### config.mk
export PLATFORM = sky130hd
export DESIGN_NAME = circular_queue_with_search
export DESIGN_NICKNAME = d
export VERILOG_FILES = /design/src/cqs_pkg.sv /design/src/cqs_ram.sv /design/src/circular_queue_with_search.sv
export SDC_FILE = /design/constraint.sdc
export NUM_CORES = 1
export LEC_CHECK = 0
export BUFFER_PORTS_ARGS = -buffer_cell sky130_fd_sc_hd__buf_2
export CORE_MARGIN = 5
export CORE_UTILIZATION = 50
export DETAILED_ROUTE_END_ITERATION = 8
export GPL_TIMING_DRIVEN = 0
export PLACE_DENSITY_LB_ADDON = 0.1
export SLEW_MARGIN = 20
export SYNTH_ARGS = -nofsm -noshare
export SYNTH_HDL_FRONTEND = slang
export SYNTH_SLANG_ARGS = --single-unit
### constraint.sdc
create_clock -name clk -period 9.5 [get_ports clk]
set_clock_uncertainty 0.2 [all_clocks]
set_input_delay 1.9 -clock clk [delete_from_list [all_inputs] [get_ports clk]]
set_output_delay 1.9 -clock clk [all_outputs]
set_load 0.05 [all_outputs]
### src/cqs_pkg.sv
// Shared constants and types for the circular queue with search.
`timescale 1ns / 1ps

package cqs_pkg;

    localparam int DEPTH       = 16;
    localparam int DATA_WIDTH  = 32;
    localparam int IDX_W       = $clog2(DEPTH);
    localparam int CAP_W       = $clog2(DEPTH + 1);
    localparam int POS_W       = $clog2(DEPTH + 1);
    localparam int FUNC_W      = 2;
    localparam int STATUS_W    = 3;
    localparam int OUT_TDATA_W = ((DATA_WIDTH + POS_W + 7) / 8) * 8;
    localparam int OUT_PAD_W   = OUT_TDATA_W - DATA_WIDTH - POS_W;

    localparam logic [FUNC_W-1:0] FUNC_INSERT = 2'd0;
    localparam logic [FUNC_W-1:0] FUNC_DELETE = 2'd1;
    localparam logic [FUNC_W-1:0] FUNC_SEARCH = 2'd2;

    localparam logic [STATUS_W-1:0] STAT_DONE    = 3'd0;
    localparam logic [STATUS_W-1:0] STAT_FULL    = 3'd1;
    localparam logic [STATUS_W-1:0] STAT_EMPTY   = 3'd2;
    localparam logic [STATUS_W-1:0] STAT_MATCH   = 3'd3;
    localparam logic [STATUS_W-1:0] STAT_NOMATCH = 3'd4;

    typedef enum logic [1:0] {
        ST_IDLE,
        ST_DEL,
        ST_SRCH,
        ST_FLUSH
    } state_t;

endpackage

### src/cqs_ram.sv
// Generic single-write, single-read RAM with registered read data.
`timescale 1ns / 1ps

module cqs_ram #(
    parameter int WIDTH = 32,
    parameter int DEPTH = 16
) (
    input  logic                     clk,
    input  logic                     we,
    input  logic [$clog2(DEPTH)-1:0] waddr,
    input  logic [WIDTH-1:0]         wdata,
    input  logic [$clog2(DEPTH)-1:0] raddr,
    output logic [WIDTH-1:0]         rdata
);

    logic [WIDTH-1:0] mem [DEPTH];

    always_ff @(posedge clk)
    begin
        if (we)
        begin
            mem[waddr] <= wdata;
        end
        rdata <= mem[raddr];
    end

endmodule

### src/circular_queue_with_search.sv
// Circular FIFO queue of signed words with insert, delete and search.
//
//  channel   | handshake                      | payload
//  ----------+--------------------------------+-------------------------------------
//  cfg       | cfg_valid / cfg_ready          | cfg_data: capacity
//  s_axis    | s_axis_tvalid / s_axis_tready  | tuser: func, tdata: value
//  m_axis    | m_axis_tvalid / m_axis_tready  | tuser: status, tdata: data, position,
//            |                                | tlast: last
//
// Insert and func 3 answer directly; delete goes through ST_DEL (one RAM read).
// Search reads one entry per cycle through the single RAM read port while
// the output is free; the final match is sent from ST_FLUSH.
// A stalled output holds the walk on the current entry.
// Reset: empty queue, capacity 16; a capacity write also empties the queue.
`timescale 1ns / 1ps

module circular_queue_with_search (
    input  logic                                  clk,
    input  logic                                  rst_n,
    input  logic                                  cfg_valid,
    output logic                                  cfg_ready,
    input  logic [cqs_pkg::CAP_W-1:0]             cfg_data,
    input  logic                                  s_axis_tvalid,
    output logic                                  s_axis_tready,
    input  logic [cqs_pkg::DATA_WIDTH-1:0]        s_axis_tdata,   // value
    input  logic [cqs_pkg::FUNC_W-1:0]            s_axis_tuser,   // func
    output logic                                  m_axis_tvalid,
    input  logic                                  m_axis_tready,
    output logic [cqs_pkg::OUT_TDATA_W-1:0]       m_axis_tdata,   // data, position, zero pad
    output logic [cqs_pkg::STATUS_W-1:0]          m_axis_tuser,   // status
    output logic                                  m_axis_tlast
);

    cqs_pkg::state_t state_reg, state_next;

    logic [cqs_pkg::CAP_W-1:0]      cap_reg, cap_next, cap_eff;
    logic [cqs_pkg::IDX_W-1:0]      head_reg, head_next;
    logic [cqs_pkg::IDX_W-1:0]      tail_reg, tail_next;
    logic                           holds_reg, holds_next;
    logic [cqs_pkg::DATA_WIDTH-1:0] key_reg, key_next;
    logic [cqs_pkg::IDX_W-1:0]      idx_reg, idx_next;
    logic [cqs_pkg::POS_W-1:0]      pos_reg, pos_next;
    logic                           pend_v_reg, pend_v_next;
    logic [cqs_pkg::DATA_WIDTH-1:0] pend_data_reg, pend_data_next;
    logic [cqs_pkg::POS_W-1:0]      pend_pos_reg, pend_pos_next;
    logic                           out_v_reg, out_v_next;
    logic [cqs_pkg::STATUS_W-1:0]   out_status_reg, out_status_next;
    logic [cqs_pkg::DATA_WIDTH-1:0] out_data_reg, out_data_next;
    logic [cqs_pkg::POS_W-1:0]      out_pos_reg, out_pos_next;
    logic                           out_last_reg, out_last_next;

    logic                           ram_we;
    logic [cqs_pkg::IDX_W-1:0]      ram_waddr, ram_raddr;
    logic [cqs_pkg::DATA_WIDTH-1:0] ram_rdata;

    logic                           out_free, accept, cfg_wr;
    logic                           match, at_end, stall;
    logic [cqs_pkg::IDX_W-1:0]      tail_adv;

    function automatic logic [cqs_pkg::IDX_W-1:0] ring_next(
        input logic [cqs_pkg::IDX_W-1:0] i,
        input logic [cqs_pkg::CAP_W-1:0] cap
    );
        logic [cqs_pkg::CAP_W-1:0] n;
        n = cqs_pkg::CAP_W'(i) + cqs_pkg::CAP_W'(1);
        ring_next = (n >= cap) ? '0 : n[cqs_pkg::IDX_W-1:0];
    endfunction

    always_comb
    begin
        if (cap_reg == '0)
        begin
            cap_eff = cqs_pkg::CAP_W'(1);
        end
        else if (cap_reg > cqs_pkg::CAP_W'(cqs_pkg::DEPTH))
        begin
            cap_eff = cqs_pkg::CAP_W'(cqs_pkg::DEPTH);
        end
        else
        begin
            cap_eff = cap_reg;
        end
    end

    assign cfg_ready     = 1'b1;
    assign cfg_wr        = cfg_valid && cfg_ready;
    assign out_free      = !out_v_reg || m_axis_tready;
    assign s_axis_tready = (state_reg == cqs_pkg::ST_IDLE) && out_free;
    assign accept        = s_axis_tvalid && s_axis_tready;

    assign match    = (ram_rdata == key_reg);
    assign at_end   = (idx_reg == tail_reg);
    assign stall    = !out_free && ((match && pend_v_reg) || (at_end && !match && !pend_v_reg));
    assign tail_adv = ring_next(tail_reg, cap_eff);

    assign ram_raddr = (state_reg == cqs_pkg::ST_SRCH) ? idx_next : head_reg;

    cqs_ram #(
        .WIDTH (cqs_pkg::DATA_WIDTH),
        .DEPTH (cqs_pkg::DEPTH)
    ) u_slots (
        .clk   (clk),
        .we    (ram_we),
        .waddr (ram_waddr),
        .wdata (s_axis_tdata),
        .raddr (ram_raddr),
        .rdata (ram_rdata)
    );

    always_comb
    begin
        state_next = state_reg;
        unique case (state_reg)
            cqs_pkg::ST_IDLE:
            begin
                if (accept && holds_reg &&
                    (s_axis_tuser == cqs_pkg::FUNC_DELETE))
                begin
                    state_next = cqs_pkg::ST_DEL;
                end
                else if (accept && holds_reg &&
                         (s_axis_tuser == cqs_pkg::FUNC_SEARCH))
                begin
                    state_next = cqs_pkg::ST_SRCH;
                end
            end
            cqs_pkg::ST_DEL:
            begin
                state_next = cqs_pkg::ST_IDLE;
            end
            cqs_pkg::ST_SRCH:
            begin
                if (!stall && at_end)
                begin
                    state_next = (match || pend_v_reg) ? cqs_pkg::ST_FLUSH : cqs_pkg::ST_IDLE;
                end
            end
            cqs_pkg::ST_FLUSH:
            begin
                if (out_free)
                begin
                    state_next = cqs_pkg::ST_IDLE;
                end
            end
            default:
            begin
                state_next = cqs_pkg::ST_IDLE;
            end
        endcase
    end

    always_comb
    begin
        cap_next        = cap_reg;
        head_next       = head_reg;
        tail_next       = tail_reg;
        holds_next      = holds_reg;
        key_next        = key_reg;
        idx_next        = idx_reg;
        pos_next        = pos_reg;
        pend_v_next     = pend_v_reg;
        pend_data_next  = pend_data_reg;
        pend_pos_next   = pend_pos_reg;
        out_v_next      = out_v_reg && !m_axis_tready;
        out_status_next = out_status_reg;
        out_data_next   = out_data_reg;
        out_pos_next    = out_pos_reg;
        out_last_next   = out_last_reg;
        ram_we          = 1'b0;
        ram_waddr       = tail_adv;

        unique case (state_reg)
            cqs_pkg::ST_IDLE:
            begin
                if (accept)
                begin
                    out_v_next      = 1'b1;
                    out_status_next = cqs_pkg::STAT_DONE;
                    out_data_next   = '0;
                    out_pos_next    = '0;
                    out_last_next   = 1'b1;
                    unique case (s_axis_tuser)
                        cqs_pkg::FUNC_INSERT:
                        begin
                            if (!holds_reg)
                            begin
                                ram_we     = 1'b1;
                                ram_waddr  = '0;
                                head_next  = '0;
                                tail_next  = '0;
                                holds_next = 1'b1;
                            end
                            else if (tail_adv == head_reg)
                            begin
                                out_status_next = cqs_pkg::STAT_FULL;
                            end
                            else
                            begin
                                ram_we    = 1'b1;
                                tail_next = tail_adv;
                            end
                        end
                        cqs_pkg::FUNC_DELETE:
                        begin
                            if (!holds_reg)
                            begin
                                out_status_next = cqs_pkg::STAT_EMPTY;
                            end
                            else
                            begin
                                out_v_next = 1'b0;
                                if (head_reg == tail_reg)
                                begin
                                    head_next  = '0;
                                    tail_next  = '0;
                                    holds_next = 1'b0;
                                end
                                else
                                begin
                                    head_next = ring_next(head_reg, cap_eff);
                                end
                            end
                        end
                        cqs_pkg::FUNC_SEARCH:
                        begin
                            if (!holds_reg)
                            begin
                                out_status_next = cqs_pkg::STAT_EMPTY;
                            end
                            else
                            begin
                                out_v_next  = 1'b0;
                                key_next    = s_axis_tdata;
                                idx_next    = head_reg;
                                pos_next    = cqs_pkg::POS_W'(1);
                                pend_v_next = 1'b0;
                            end
                        end
                        default:
                        begin
                            out_status_next = cqs_pkg::STAT_DONE;
                        end
                    endcase
                end
            end
            cqs_pkg::ST_DEL:
            begin
                out_v_next      = 1'b1;
                out_status_next = cqs_pkg::STAT_DONE;
                out_data_next   = ram_rdata;
                out_pos_next    = '0;
                out_last_next   = 1'b1;
            end
            cqs_pkg::ST_SRCH:
            begin
                if (!stall)
                begin
                    if (match && pend_v_reg)
                    begin
                        out_v_next      = 1'b1;
                        out_status_next = cqs_pkg::STAT_MATCH;
                        out_data_next   = pend_data_reg;
                        out_pos_next    = pend_pos_reg;
                        out_last_next   = 1'b0;
                    end
                    if (match)
                    begin
                        pend_v_next    = 1'b1;
                        pend_data_next = ram_rdata;
                        pend_pos_next  = pos_reg;
                    end
                    if (at_end)
                    begin
                        if (!match && !pend_v_reg)
                        begin
                            out_v_next      = 1'b1;
                            out_status_next = cqs_pkg::STAT_NOMATCH;
                            out_data_next   = '0;
                            out_pos_next    = '0;
                            out_last_next   = 1'b1;
                        end
                    end
                    else
                    begin
                        idx_next = ring_next(idx_reg, cap_eff);
                        pos_next = pos_reg + cqs_pkg::POS_W'(1);
                    end
                end
            end
            cqs_pkg::ST_FLUSH:
            begin
                if (out_free)
                begin
                    out_v_next      = 1'b1;
                    out_status_next = cqs_pkg::STAT_MATCH;
                    out_data_next   = pend_data_reg;
                    out_pos_next    = pend_pos_reg;
                    out_last_next   = 1'b1;
                    pend_v_next     = 1'b0;
                end
            end
            default:
            begin
                out_v_next = out_v_reg && !m_axis_tready;
            end
        endcase

        if (cfg_wr)
        begin
            cap_next   = cfg_data;
            head_next  = '0;
            tail_next  = '0;
            holds_next = 1'b0;
        end
    end

    always_ff @(posedge clk or negedge rst_n)
    begin
        if (!rst_n)
        begin
            state_reg  <= cqs_pkg::ST_IDLE;
            cap_reg    <= cqs_pkg::CAP_W'(cqs_pkg::DEPTH);
            head_reg   <= '0;
            tail_reg   <= '0;
            holds_reg  <= 1'b0;
            pend_v_reg <= 1'b0;
            out_v_reg  <= 1'b0;
        end
        else
        begin
            state_reg  <= state_next;
            cap_reg    <= cap_next;
            head_reg   <= head_next;
            tail_reg   <= tail_next;
            holds_reg  <= holds_next;
            pend_v_reg <= pend_v_next;
            out_v_reg  <= out_v_next;
        end
    end

    always_ff @(posedge clk)
    begin
        key_reg        <= key_next;
        idx_reg        <= idx_next;
        pos_reg        <= pos_next;
        pend_data_reg  <= pend_data_next;
        pend_pos_reg   <= pend_pos_next;
        out_status_reg <= out_status_next;
        out_data_reg   <= out_data_next;
        out_pos_reg    <= out_pos_next;
        out_last_reg   <= out_last_next;
    end

    assign m_axis_tvalid = out_v_reg;
    assign m_axis_tuser  = out_status_reg;
    assign m_axis_tlast  = out_last_reg;
    assign m_axis_tdata  = {{cqs_pkg::OUT_PAD_W{1'b0}}, out_pos_reg, out_data_reg};

endmodule

==> summary.md <==
The flow ran to the end, and the final reports show no timing, DRC or antenna violations. The run gives 0.189 GHz as the maximum achievable frequency. The maximum number of pins on one net before global-route repair is 21, and the total half-perimeter wirelength after legalization and detailed placement is 47400 µm. The number of antenna violations at the first check in global routing came out at 2.

Setup slack closes at 4210 ps. The register with the most flip-flops in the layout has 512 of them. The clock transition at the registers of the reported paths came out at 60 ps. The element type at the critical path end was a flop.

The post-layout minimum cycle time is 5290 ps, and the number of gates resized after cts is 0. The tools report the required time of the critical path as 9590 ps. Yosys mapped a number of flops with a built-in enable equal to 627.

For this design the static power due to leakage is 12.3 nW. The critical path launch point type is a primary input. The root cell of the clock tree was sky130_fd_sc_hd__clkbuf_16. DRC violation count after routing: 0. The logs give 600 ps for the clock network latency to the later pin of the worst-skew pair and 58.5% for the final core utilization. The largest fanout on the critical path works out to 10.

Final-report max-slew violation count: 0. After detailed routing, the number of vias per cell comes to 5.85. The type of the setup path with the least slack is primary input to flop.

After detailed routing, the total wire length is 68800 µm. In the final design database the tool counted 1925 nets. After synthesis the netlist holds a flip-flop and latch count of 681. Measured against its own limit, the worst slew margin works out to 30.2%. In this run the vertical extent of the chip is 242 µm. Post-CTS timing repair inserted 0 buffers for setup. The number of clock sinks is 681, and the layout overhead on the synthesized area is 16.5%. The slew at the pin with the worst max-slew slack came out at 1040 ps. Final non-filler cell total: 2615. The floorplan step set the die width to 242 µm.

The maximum count of clock buffers along a single path was 3. During placement, the flow inserted port buffers numbering 86. During synthesis, Yosys emitted a total of 0 warnings.

The number of H-tree branching levels is 3, and the number of buffers added to fix hold violations after cts is 0. The worst path uses 55.6% of the clock period. Setup violations remaining at the end of the flow were counted as 0. The distinct cell type count after synthesis was 63; the starting density of the core was 50.2%. Dividing total power by cell area gives a power density of 268 nW/µm². The logs give 15300 for the overall via count from detail_route and 91 for the number of primary I/O pins. Primary flip-flop cell chosen by synthesis mapping: sky130_fd_sc_hd__edfxtp_1. The worst-case IR drop observed on VDD is 0.176 mV. TritonCTS built the clock tree. The total area inside the core boundary comes to 53500 µm².

The logs give 74.4% for the portion of the post-synthesis area used by sequential elements and 101000 µm for the global-route wire length before repair. The post-synthesis async set-or-reset flop share was 2.64%. The number of global-route vias before repair came out at 14900.

The total overflow left after global routing is 0. Number of placed cells counting well taps: 2482. At the end of routability-driven placement, the weighted congestion stood at 0.877. The setup slack at placement was 3650 ps; the max-cap check violation count was 0. Once detail routing completed, the nets flagged for antenna violations numbered 0. The area enclosed by the die boundary came out at 58500 µm². STA puts the critical path data arrival time at 5380 ps. In the final layout, the share of cells above drive strength 1 is 18.6%. After the first detailed-routing iteration, the DRC count stood at 1510. The mean area per synthesized cell came out at 16.5 µm². For this run, the detailed router's first-pass iteration total came to 5. The cell area that synthesis handed to floorplanning was 26900 µm². For the number of hold violations in the final report, the log shows 0. The path class of the lowest-slack min-delay path is flop to flop. The floorplan has 85 rows. Setup repair after global routing left no endpoint under its margin.

The total clock buffers created by CTS was 70. For this run, the total global-route usage over all layers was measured as 23.1%. More flip-flops sit in one register than any other, and that register is u_slots.mem. The instance count of the mapped netlist came out at 1629. The average detailed-routed wire length per instance came out at 26.3 µm.
per-layer routing:
metal / track usage, % / vias to the layer above / wire length, µm
met5: 0 / - / 0
li1: - / 6896 / -
met1: 33.3 / 7796 / 30200
met3: 4.00 / 91 / 4650
met2: 37.0 / 517 / 32500
met4: 6.14 / 0 / 1480
worst paths after layout:
check / start / endpoint / slack, ps / depth (start not counted)
worst max-delay path: m_axis_tready / u_slots.mem[3][29] / 4210 / 13
worst min-delay path: u_slots.rdata[11] / pend_data_reg[11] / 280 / 0
worst max register to register: tail_reg[0] / u_slots.mem[4][13] / 4310 / 13
worst min register to register: u_slots.rdata[11] / pend_data_reg[11] / 280 / 0
max in group asynchronous: rst_n / cap_reg[4] / 7690 / 1
min in group asynchronous: rst_n / tail_reg[3] / 1060 / 1
power breakdown:
part / leakage [nW] / total [W] / switching (W) / internal [W]
logic: 4.98 / 0.00186 / 0.00128 / 0.000577
registers: 6.22 / 0.00376 / 0.000196 / 0.00356
clock network: 1.12 / 0.00276 / 0.00112 / 0.00164
total: 12.3 / 0.00837 / 0.00260 / 0.00578
cells by family (layout without fill, tap and decap cells):
logic type / Yosys count / after routing / share of synthesized area (%)
xor gates and xnor gates: 51 / 51 / 1.66
adders and majority gates: 23 / 23 / 1.07
DFF: 681 / 681 / 74.4
buffers and inverters: 102 / 386 / 1.76
muxes: 265 / 265 / 9.91
AOI/OAI and AO/OA: 271 / 271 / 6.55
and+or+nand+nor: 234 / 234 / 4.57
other: 2 / 8 / 0.0280
cells in the final DEF, fill, tap and decap left out, types with 6 or more instances in the layout:
cell / netlist / routed
sky130_fd_sc_hd__inv_1: 12 / 11
sky130_fd_sc_hd__xor2_1: 7 / 7
sky130_fd_sc_hd__dfxtp_1: 36 / 36
sky130_fd_sc_hd__edfxtp_1: 627 / 627
sky130_fd_sc_hd__and2_1: 6 / 6
sky130_fd_sc_hd__mux2_2: 9 / 9
sky130_fd_sc_hd__nor3_2: 0 / 12
sky130_fd_sc_hd__clkbuf_16: 0 / 75
sky130_fd_sc_hd__a22o_1: 6 / 6
sky130_fd_sc_hd__dfrtp_1: 17 / 17
sky130_fd_sc_hd__mux2i_1: 256 / 256
sky130_fd_sc_hd__a22oi_1: 20 / 20
sky130_fd_sc_hd__nand4_1: 11 / 11
sky130_fd_sc_hd__xnor2_1: 44 / 44
sky130_fd_sc_hd__clkbuf_1: 25 / 50
sky130_fd_sc_hd__ha_1: 23 / 23
sky130_fd_sc_hd__nand2b_1: 6 / 6
sky130_fd_sc_hd__o22ai_1: 130 / 130
sky130_fd_sc_hd__buf_2: 57 / 143
sky130_fd_sc_hd__clkbuf_8: 0 / 6
sky130_fd_sc_hd__a21oi_1: 50 / 50
sky130_fd_sc_hd__nand2_1: 77 / 77
sky130_fd_sc_hd__o21ai_0: 24 / 24
sky130_fd_sc_hd__clkinv_1: 1 / 9
sky130_fd_sc_hd__nand3_1: 17 / 17
sky130_fd_sc_hd__nor2_1: 40 / 35
sky130_fd_sc_hd__buf_4: 5 / 60
sky130_fd_sc_hd__or4_1: 32 / 32
sky130_fd_sc_hd__and3_1: 8 / 8
synth_stat cells (all sizes together), types with 7 or more instances:
library cell	number	area share [%]
a21oi	50	0.93
a22oi	20	0.56
and3	8	0.19
buf	64	1.2
clkbuf	25	0.35
dfrtp	17	1.6
dfxtp	36	2.7
edfxtp	627	70
ha	23	1.1
inv	12	0.17
mux2	9	0.38
mux2i	256	9.5
nand2	77	1.1
nand3	19	0.39
nand4	11	0.26
nor2	40	0.56
nor3	15	0.28
o21ai	27	0.53
o22ai	130	3.0
or4	32	0.89
xnor2	44	1.4
xor2	7	0.23
critical path: stages:
cell	delay (ps)
sky130_fd_sc_hd__buf_2	90
sky130_fd_sc_hd__nand2b_1	90
sky130_fd_sc_hd__clkbuf_1	390
sky130_fd_sc_hd__nand2_1	180
sky130_fd_sc_hd__nor2_1	360
sky130_fd_sc_hd__nand2_1	170
sky130_fd_sc_hd__nor3_1	360
sky130_fd_sc_hd__nand3b_1	320
sky130_fd_sc_hd__nor3_2	580
sky130_fd_sc_hd__buf_4	260
sky130_fd_sc_hd__buf_4	200
sky130_fd_sc_hd__buf_4	230
sky130_fd_sc_hd__buf_4	220
per-stage QoR:
| step | TNS (ps) | hold WS [ps] | power [W] | cell area, µm² |
|---|---|---|---|---|
| after detailed placement | 0 | 272 | 0.00568 | 29000 |
| after global placement | -1810 | 264 | 0.00561 | 28200 |
| after global routing | 0 | 289 | 0.00868 | 31300 |
| final | 0 | 281 | 0.00837 | 31300 |
| after CTS | 0 | 277 | 0.00843 | 31300 |
| after floorplan | 0 | 248 | 0.00496 | 26900 |
area by class of cell:
class,instances,area [µm²]
antenna,4,10.0
buffer,89,424
clock buffer,106,2050
clock inverter,23,262
fill,4103,22200
inverter,13,48.8
multi-input combinational,848,6520
sequential,681,20000
tap,696,871
timing repair buffer,155,1110
Power figures use the tool's default switching activity.
